[src/hdl/vcsh_pkg.sv]
// Shared types and constants for the column voxel store with height map.
// Used by the controller, the datapath and the top level.
package vcsh_pkg;

  // Default geometry and cell width.
  localparam int MIN_Y_DEF         = -64;
  localparam int SECTION_COUNT_DEF = 24;
  localparam int STATE_BITS_DEF    = 16;

  typedef enum logic [2:0] {
    CMD_READ_CELL    = 3'd0,
    CMD_WRITE_DIRTY  = 3'd1,
    CMD_WRITE_SILENT = 3'd2,
    CMD_READ_HEIGHT  = 3'd3,
    CMD_CLEAR_DIRTY  = 3'd4
  } cmd_t;

  typedef enum logic [4:0] {
    ST_CLEAR = 5'b00001,
    ST_IDLE  = 5'b00010,
    ST_READ  = 5'b00100,
    ST_EXEC  = 5'b01000,
    ST_SCAN  = 5'b10000
  } state_t;

  // Controller to datapath commands.
  typedef struct packed {
    logic clear;   // clearing sweep, one cell per cycle
    logic load;    // capture a new command beat
    logic read;    // read cell and column height
    logic exec;    // decide, write back
    logic scan;    // downward search for the new column top
  } ctl_t;

  // Datapath to controller status.
  typedef struct packed {
    logic clear_last;
    logic need_scan;
    logic scan_done;
  } sts_t;

endpackage

[src/hdl/vcsh_ctrl.sv]
// Sequencer for the voxel store: clearing sweep, read, execute and scan steps.
// Depends on vcsh_pkg for state, command and status types.
module vcsh_ctrl (
  input  logic          clk,
  input  logic          rst,
  input  logic          start,
  input  vcsh_pkg::sts_t sts,
  output vcsh_pkg::ctl_t ctl,
  output logic          busy
);
  import vcsh_pkg::*;

  state_t state;
  state_t state_next;

  always_ff @(posedge clk) begin
    if (rst) begin
      state <= ST_CLEAR;
    end else begin
      state <= state_next;
    end
  end

  always_comb begin
    ctl        = '0;
    busy       = 1'b1;
    state_next = state;
    unique case (state)
      ST_CLEAR: begin
        ctl.clear = 1'b1;
        if (sts.clear_last) begin
          state_next = ST_IDLE;
        end
      end
      ST_IDLE: begin
        busy     = 1'b0;
        ctl.load = start;
        if (start) begin
          state_next = ST_READ;
        end
      end
      ST_READ: begin
        ctl.read   = 1'b1;
        state_next = ST_EXEC;
      end
      ST_EXEC: begin
        ctl.exec = 1'b1;
        if (sts.need_scan) begin
          state_next = ST_SCAN;
        end else begin
          // result leaves this cycle: take the next beat right away
          busy       = 1'b0;
          ctl.load   = start;
          state_next = start ? ST_READ : ST_IDLE;
        end
      end
      ST_SCAN: begin
        ctl.scan = 1'b1;
        if (sts.scan_done) begin
          state_next = ST_IDLE;
        end
      end
      default: begin
        state_next = ST_CLEAR;
      end
    endcase
  end

endmodule

[config.mk]
export PLATFORM = sky130hd
export DESIGN_NAME = vcsh_ctrl
export DESIGN_NICKNAME = d
export VERILOG_FILES = /design/src/hdl/vcsh_pkg.sv /design/src/hdl/vcsh_ctrl.sv
export SDC_FILE = /design/constraint.sdc
export NUM_CORES = 1
export LEC_CHECK = 0
export BUFFER_PORTS_ARGS = -buffer_cell sky130_fd_sc_hd__buf_4
export CAP_MARGIN = 20
export CORE_AREA = 2 2 39 41
export CTS_BUF_LIST = sky130_fd_sc_hd__clkbuf_16
export DETAILED_ROUTE_END_ITERATION = 8
export DIE_AREA = 0 0 41 43
export SETUP_SLACK_MARGIN = 0.5
export SLEW_MARGIN = 20
export SYNTH_ARGS = -nofsm -noshare
export SYNTH_HDL_FRONTEND = slang
export SYNTH_SLANG_ARGS = --single-unit
[constraint.sdc]
create_clock -name clk -period 3 [get_ports clk]
set_input_delay 0 -clock clk [delete_from_list [all_inputs] [get_ports clk]]
set_output_delay 0 -clock clk [all_outputs]
set_load 0.02 [all_outputs]
# --- Word level (Yosys, flattened, before mapping) ---
# Cells that the tools add are included.
op_classes:
  n_eq_ne: 8
  n_mux: 14
  reduce_logical: 1
ops:
  columns: ["op", "count"]
  rows:
  - ["$pmux 5 s5", 1]
  - ["$mux 5", 4]
  - ["$mux 1", 6]
  - ["$ne 2x2->1 const B", 3]
  - ["$eq 5x1->1 const B", 1]
  - ["$eq 5x2->1 const B", 1]
  - ["$eq 5x3->1 const B", 1]
  - ["$eq 5x4->1 const B", 1]
  - ["$eq 5x5->1 const B", 1]
  - ["$pmux 1 s2", 2]
  - ["$mux 3", 1]
  - ["$reduce_and 3->1", 1]
word_totals:
  reg_bits: 5
  inputBits: 6
  out_inout_bits: 6
  word_cells: 24

# --- Longest topological paths before layout ---
logic_depth:
  depth_word: 3
  ltp_mapped: 4
  mapped_depth_nobuf: 3

# --- Least setup slack after synthesis ---
# OpenSTA, ideal clock, no wires.
synth_timing:
  kind: "reg2reg"
  from: "register state[1]"
  to: "register state[2]"
  setup_time_ps: 140
  arrival_ps: 1112
  slack_ps: 1748
  stages_incl_launch_ff: 5
  path_buffers: 1
  cell_sequence: "dfxtp_1 buf_4 and2b_2 o21ai_1 nor4_1"
synth_between:
  elab_chain_cells: 3
synth_lines:
  columns: ["item", "line_no", "text"]
  rows:
  - ["start: declaration", "vcsh_ctrl.sv:13", "state_t state;"]
  - ["start signal: assignment", "vcsh_ctrl.sv:20", "state <= state_next;"]
  - ["$eq 5x1->1, or another cell as far along", "vcsh_ctrl.sv:28", "unique case (state)"]
  - ["$ne 2x2->1 (no line)", null, null]
  - ["$reduce_and 3->1 (no line)", null, null]
# Several ways; a longest one is shown, not always the timed one.
# A chain may end at the register's enable or synchronous reset.

==> metrics.csv <==
stage;metric;value;unit
setup_path;worst reg-to-reg setup slack;1.72;ns
layout;nets@finish;65;
global_route;grt ovf;0;
global_route;vias in the first global route;311;
place;Port Buf Inserts;11;
yosys;Synth Area per Inst;8.31;um2
timing;max-slew violation count;0;
yosys;Commonest cells post-synth;dfxtp_1, inv_1, nor2_1, nand3_1, nor3_1;
route;Residual DRC;0;
yosys;most common cell in the netlist;dfxtp_1;
timing;period utilization;0.442;
yosys;largest cells by area after synthesis;dfxtp_1, nor3b_4, xor2_1, nand3_1, nor3_1;
power;Leak Pwr;0.000251;uW
setup_path;critical path launch point type;flop;
timing;maximum clock rate;0.754;GHz
setup_path;CP Class;reg -> out;
timing;Final TNS setup;0;ns
setup_path;end point of the critical path;ctl[3];
clock_network;TritonCTS buffer count;3;
clock_network;clk_lat worst skew;0.22;ns
setup_path;WP data required;3.00;ns
floorplanning;die height;43;um
setup_path;CP max stage cell;dfxtp_1;
floorplanning;Core Area;0.00138;mm2
layout;Largest register FFs;5;
place;GPL Wtd Cong;0.715;
clock_network;clock slew at reported path FFs;0.03;ns
run_status;status;finished clean;
route;DRT antenna net count;0;
layout;Largest Register;state;
worst_hold_path;Hold Path Class;in -> reg;
clock_network;post-CTS sizing;0;
timing;Clock Skews;0.00100;ns
layout;final std cells w/o fill;74;
global_route;first-pass GRT wire length;1.31;mm
yosys;post-synth top area cell;dfxtp_1;
yosys;top cell type's share of synthesized area;0.268;
layout;Largest regs;state: 5 flops;
yosys;mapped cell area;374;um2
yosys;syn nets;51;
clock_network;clock root cell;clkbuf_16;
setup_path;CP Max Fanout;7;
floorplanning;Die Span X;41;um
yosys;Main synth FF type;dfxtp_1;
yosys;Synthesis Warnings;0;
floorplanning;Site Rows;14;
global_route;initial antenna violation count;0;
route;final WL;835;um
timing;Worst Max-Slew Pin Slew;0.400;ns
yosys;Netlist cell types;28;
clock_network;setup bufs post-CTS;0;
timing;count of final setup violators;0;
clock_network;CTS Buffer Depth;2;
clock_network;CTS tree;built;
place;placed wire-length estimate;651;um
place;placed cells;69;
power;pwr dens;935;mW/mm2
setup_path;worst flop-to-flop path startpoint;state[0]$_SDFFE_PP1P_;
yosys;Mapped Cells;45;
layout;area taken by multi-input logic gates;235;um2
yosys;Synth async-reset ratio;0;
route;post-DR vias/cell;4.78;
global_route;gr usage total;0.120;
power;Worst VDD drop;0.376;mV
setup_path;Worst Setup End Kind;output port;
floorplanning;Initial Util;0.270;
yosys;post-synthesis sequential area ratio;0.268;
job;max cap viols;0;
layout;FF/Latch Area;100;um2
route;Wirelength per Cell;11.3;um
route;drt pass-1 iters;1;
setup_path;worst r2r dst;state[4]$_SDFFE_PP0P_;
setup_path;CP peak stage delay;0.40;ns
setup_path;R2R depth;3;
floorplanning;I/O Pins;12;
timing;unrepaired setup endpoints after global routing;no;
clock_network;cts-stage hold buffer count;1;
layout;fillers;154;
yosys;number of flops mapped to enable cells by yosys;0;
yosys;Synth Register Bits;5;
global_route;largest net degree at the start of global routing;10;
timing;Final Hold Fails;0;
timing;Slew headroom;0.733;
layout;Layout area overhead;44.8;%
setup_path;crit path DAT;1.33;ns
route;number of DRC markers in iteration 0;0;
route;Vias;354;
floorplanning;die area;0.00176;mm2
clock_network;CTS Sinks;5;
layout;diode count;0;
clock_network;H-tree depth;1;
layout;layout cell share with drive strength beyond 1;0.362;
timing;Tmin final;1.33;ns
setup_path;critical path launch point;state[3]$_SDFFE_PP0P_;
setup_path;CP Cell Sequence;and2b_2 -> o21ai_1 -> nor2_1 -> buf_4;
[worst max-delay path: cells and delay by family (launching register included)]
family / cells / cell delay, ns
buffers and inverters: 1 / 0.16
AO/OA/AOI/OAI: 1 / 0.22
flip-flops: 1 / 0.40
AND/OR/NAND/NOR: 2 / 0.32
[kinds of logic after synthesis]
logic type	Yosys count	synth area share
and+or+nand+nor	23	0.428
AOI/OAI and AO/OA	8	0.154
buffers and inverters	7	0.104
DFF	5	0.268
xor gates and xnor gates	2	0.0468
[power breakdown]
part           internal, uW  total (uW)  switching (uW)
combinational          82.5         166            84.0
sequential             83.3         127            43.8
clock                   172         213            40.6
[routing by layer]
layer / GRT usage / up-vias / routed length, um
li1: - / 187 / -
met1: 0.135 / 156 / 374
met2: 0.159 / 9 / 384
met3: 0.0314 / 2 / 59
met4: 0.140 / 0 / 17
met5: 0 / - / 0
[worst min-delay path by stage]
stage,slack [ns],startpoint,endpoint,cells after the start
6_report,0.08,start,state[2]$_SDFFE_PP0P_,3
5_1_grt,0.1,sts[1],state[4]$_SDFFE_PP0P_,3
4_1_cts,0.07,start,state[2]$_SDFFE_PP0P_,3
3_5_place_dp,0.21,rst,state[1]$_SDFFE_PP0P_,2
3_3_place_gp,0.21,rst,state[1]$_SDFFE_PP0P_,2
2_1_floorplan,0.07,rst,state[1]$_SDFFE_PP0P_,1
[metrics by stage]
step	total power (uW)	hold slack [ns]	worst slack [ns]	area, um2	util
4_1_cts	514	0.0714	1.67	542	0.392
3_5_place_dp	292	0.209	1.71	453	0.327
2_1_floorplan	261	0.0721	1.75	374	-
5_1_grt	537	0.0959	1.56	542	0.392
3_3_place_gp	294	0.208	1.71	453	0.327
6_report	507	0.0767	1.67	542	0.392
[area by class of cell]
class / count / share of cell area
Clock inverter: 1 / 0.00693
Timing Repair Buffer: 12 / 0.171
Multi-Input combinational cell: 33 / 0.434
Tap cell: 16 / 0.0370
Clock buffer: 3 / 0.139
Sequential cell: 5 / 0.185
Inverter: 4 / 0.0277
[cells in the final DEF (no fill, tap or decap), drive strengths merged]
cell,netlist,layout
nand3b,2,2
a41o,1,1
inv,4,5
nor3,4,4
o21a,1,1
dfxtp,5,5
nor2,5,5
and2,1,1
nor3b,4,4
and3,1,1
and2b,1,1
clkbuf,0,3
a22oi,1,1
dlygate4sd3,0,1
xor2,2,2
nand3,3,3
o21ai,2,2
buf,3,11
a311oi,1,1
a21oi,1,1
a31o,1,1
nand2,1,1
nor4,1,1
Note: power is estimated with default switching activity, not from simulation.
